### src/hdl/smrs_ram.sv
// Generic simple dual-port RAM with registered read.
`default_nettype none
module smrs_ram #(
	parameter int WIDTH = 16,
	parameter int DEPTH = 64
) (
	input  wire logic                                   clk,
	input  wire logic                                   wr_en,
	input  wire logic [(DEPTH > 1 ? $clog2(DEPTH) : 1)-1:0] wr_addr,
	input  wire logic [WIDTH-1:0]                       wr_data,
	input  wire logic                                   rd_en,
	input  wire logic [(DEPTH > 1 ? $clog2(DEPTH) : 1)-1:0] rd_addr,
	output logic      [WIDTH-1:0]                       rd_data
);
	logic [WIDTH-1:0] mem [DEPTH];

	always_ff @(posedge clk) begin
		if (wr_en) begin
			mem[wr_addr] <= wr_data;
		end
		if (rd_en) begin
			rd_data <= mem[rd_addr];
		end
	end
endmodule
`default_nettype wire

### config.mk
export PLATFORM = sky130hd
export DESIGN_NAME = smrs_ram
export DESIGN_NICKNAME = d
export VERILOG_FILES = /design/src/hdl/smrs_ram.sv
export SDC_FILE = /design/constraint.sdc
export NUM_CORES = 1
export LEC_CHECK = 0
export BUFFER_PORTS_ARGS = -buffer_cell sky130_fd_sc_hd__clkbuf_2
export CAP_MARGIN = 20
export CORE_ASPECT_RATIO = 2
export CORE_MARGIN = 2
export CORE_UTILIZATION = 61
export CTS_BUF_LIST = sky130_fd_sc_hd__clkbuf_8 sky130_fd_sc_hd__clkbuf_16
export DETAILED_ROUTE_END_ITERATION = 12
export PLACE_DENSITY = 0.88
export SETUP_SLACK_MARGIN = 0.1
export SYNTH_ARGS = -nofsm -noshare
export SYNTH_HDL_FRONTEND = slang
export SYNTH_SLANG_ARGS = --single-unit
### constraint.sdc
create_clock -name clk -period 2.9 [get_ports clk]
set_input_delay 0.435 -clock clk [delete_from_list [all_inputs] [get_ports clk]]
set_output_delay 0.435 -clock clk [all_outputs]
set_load 0.05 [all_outputs]
-- Yosys cells after proc, flatten, opt, wreduce, memory -nomap -nowiden
Memories as Yosys holds them, arrays and structs flattened. A register that Yosys moved wholly into a read port is not among the register bits.
Cells that the tools add are included.
- multiplexer cells: 2
- operator list (operator ; count):
    two-way mux 1 bit ; 2
- bits in registers: 0
- bits in writable memories: 1024
- word-level logic and storage cells: 3
- memories kept: 1
- memory list (name ; words ; width ; read ports ; clocked after Yosys merged registers in ; wr ports ; line ; RTL):
    mem ; 64 ; 16 ; 1 ; 1 ; 1 ; 15 ; logic [WIDTH-1:0] mem [DEPTH];

-- Longest topological paths before layout
- depth after elaboration: 2
- mapped depth: 10
- gate-level depth less buffers: 5

-- Least setup slack after synthesis
No wires, ideal clock.
- path type: input port to flip-flop
- from: in wr_addr[3] in the netlist's numbering
- to: mem mem[48][0], enable pin
- library setup time: 0.409 ns
- arrival time: 2.061 ns
- required time: 2.491 ns
- path slack: 0.430 ns
- stages on the path: 4
- buffers on the path: 1
- path through: clkbuf_1 -> nor2b_1 -> nand4b_1 -> nor3_1
- RTL lines (element ; line ; RTL):
    from (decl) ; 9 ; input wire logic [(DEPTH > 1 ? $clog2(DEPTH) : 1)-1:0] wr_addr,
    to (decl) ; 15 ;
No word-level cell before the write port.

==> metrics.md <==
| Metric | Value |
|---|---|
| Status | completed |
| Share of cells above drive strength 1 | 0.285 |
| CP startpoint kind | input port |
| Vias in the first global route | 22100 |
| Tcrit/Tclk final | 0.896 |
| Post-synth EDFFs | 1040 |
| Worst-Skew Late Latency | 0.64 ns |
| Post-Route WL | 112000 um |
| Sequential area share after synthesis | 0.777 |
| Post-layout worst setup margin | 0.301 ns |
| Worst R2R End | rd_data[15] |
| Post-synthesis mux area share | 0.155 |
| Dominant cells by area after synthesis | edfxtp_1 78%, mux4_2 12%, mux2i_1 2.1% |
| CTS Buffer Depth | 3 |
| R2R Setup Slk | 0.36 ns |
| Final ANT Viol Nets | 0 |
| Leading cell type in the layout, fill and taps excluded | edfxtp_1 |
| Gr usage total | 0.337 |
| Crit end category | flip-flop |
| Die ar. | 68100 sq um |
| Synth Area in Compound Gates | 0.0240 |
| Clock share of power | 0.373 |
| Power Density | 655 nW/um^2 |
| Internal power | 23.1 mW |
| CP Class | in2reg |
| Post-synthesis cell type count | 42 |
| Global-route wire length before repair | 159000 um |
| Adder-Cell Fraction of Synth Area | 0 |
| CTS Hold Bufs | 0 |
| FF-to-FF path depth | 6 |
| Leakage power | 14.6 nW |
| Top cell type's share of synthesized area | 0.777 |
| Hold Fails Final Rpt | 0 |
| Crit path launch | rd_addr[0] |
| Place WS | -0.0451 ns |
| Final Non-Filler Cells | 2993 |
| Top cell type by total area after synthesis | edfxtp_1 |
| IO Port Bufs | 46 |
| Gr ovfl total | 0 |
| Die Span X | 186 um |
| Setup TNS | 0 ns |
| Most frequent cells in the layout | 1040 x edfxtp_1, 220 x mux4_2, 168 x buf_4, 86 x clkbuf_16, 85 x mux2i_1 |
| Switching Share | 0.218 |
| Syn nets | 1860 |
| Final net count | 2079 |
| Routed vias | 21700 |
| CTS Sinks | 1040 |
| RSZ-0062 raised after global routing | false |
| Fmax | 385 MHz |
| Total power | 29.6 mW |
| CP Max Fanout | 15 |
| IO Count | 47 |
| Die Y-Extent | 367 um |
| DR vias/cell | 7.26 |
| Worst EP required | 3.26 ns |
| Synth Area in XOR/XNOR | 0 |
| CTS Buf Count | 83 |
| Max_cap viols | 0 |
| Ys Warns | 0 |
| Simple-gate share of the synthesized area | 0.0264 |
| Core box area | 65400 sq um |
| Register bit total from synthesis | 1040 |
| Critical Path End | rd_data[11] |
| Starting Density | 0.615 |
| Minimum clock period | 2.60 ns |
| TritonRoute pass-1 iters | 6 |
| Main combinational cell family by area after synthesis | multiplexers |
| # resized after CTS | 0 |
| Reg power frac | 0.565 |
| Worst Hold Launch | wr_data[0] |
| Setup Skew | 0.0223 ns |
| Ys async rst share | 0 |
| Rel. slew slack | 0.198 |
| DR DRC count | 0 |
| NetSw | 6.45 mW |
| Gate power share | 0.062 |
| Max Slew Vio Count | 0 |
| Mean Syn Cell Area | 22.0 sq um |
| Final Util | 0.691 |
| CTS tree | yes |
| Post-CTS setup buffers | 0 |
| Root Driver | clkbuf_16 |
| DP Wirelength | 62800 um |
| Largest net degree at the start of global routing | 65 |
| First DRT Iteration DRCs | 3920 |
| Placed cells | 2836 |
| VDD IR max | 688 uV |
| Main flop type after synthesis | edfxtp_1 |
| RR Startpoint | mem[21][15] |
| Finish-stage setup viols | 0 |
| Synth Instances | 1829 |
| Gpl congestion | 0.928 |
| WL per Instance | 37.3 um |
| Area delta synth->final | 12.4% |
| H-tree depth | 3 |
| Mapped Area | 40200 sq um |
| Slew @ Worst Pin | 1.20 ns |
| # rows | 133 |
| Worst hold path type | in2reg |
| Reg clk slew, reported paths | 0.07 ns |
| Crit path arrival time | 2.96 ns |
| Initial antenna violation count | 10 |
-- Yosys cell counts (8+ instances only) --
library cell / n
buf_2: 36
nand4_1: 12
buf_6: 17
nor2_1: 72
nand3_1: 24
a31oi_1: 8
mux4_2: 220
a221oi_1: 16
a311oi_1: 8
clkbuf_1: 24
buf_4: 13
edfxtp_1: 1040
nor2b_1: 30
a22oi_1: 39
mux2_2: 27
mux2i_1: 85
a211o_1: 8
a21oi_1: 17
a211oi_1: 8
nand2_1: 59
-- power by group through the flow --
stage | clock network (mW) | registers [mW] | logic [mW]
floorplan | 0 | 17.1 | 0.862
global placement | 0 | 17.0 | 1.63
detailed placement | 0 | 17.0 | 1.71
CTS | 11.1 | 16.7 | 1.77
global route | 11.5 | 16.7 | 1.87
finish | 11.0 | 16.7 | 1.84
-- per-stage QoR --
stage	hold slack, ns	cell area, sq um
2_1_floorplan	0.534	40200
3_3_place_gp	0.926	42500
3_5_place_dp	0.949	42500
4_1_cts	0.285	45100
5_1_grt	0.155	45200
6_report	0.164	45200
-- layout make-up --
type                       count  area, sq um
tap                          877         1100
fill                        3492        20200
timing repair buffer         238         2000
sequential                  1040        31200
clock inverter                65          435
clock buffer                  86         2150
multi-input combinational    685         8250
antenna                        2         5.00
-- worst min-delay path by stage --
stage                 endpoint  depth (start not counted)
global placement    mem[30][5]                          2
floorplan            mem[0][0]                          0
CTS                 mem[29][5]                          2
global route        mem[51][0]                          1
finish              mem[50][0]                          1
detailed placement  mem[29][5]                          2
-- per-layer routing --
layer,global-route usage,up-vias,wire [um]
li1,-,8108,-
met5,0,-,57
met4,0.229,8,10500
met3,0.0783,581,13900
met1,0.402,10900,32500
met2,0.546,2194,54800
-- worst max-delay path: stages --
cell      delay, ns
buf_8          0.22
buf_12         0.21
buf_4          0.18
mux4_2         0.55
mux2i_1        0.27
a22oi_1        0.16
a31oi_1        0.62
buf_4          0.23
a311oi_1       0.05
-- sequential cells by signal, summed over array words and instances, names as in the netlist --
signal	cells
rd_data	16
mem	1024
-- cells by family after synthesis --
kind of cell	Yosys count
muxes	336
AOI/OAI and AO/OA	129
buffers and inverters	104
and+or+nand+nor	220
DFF	1040
(Power assumes the default switching activity.)
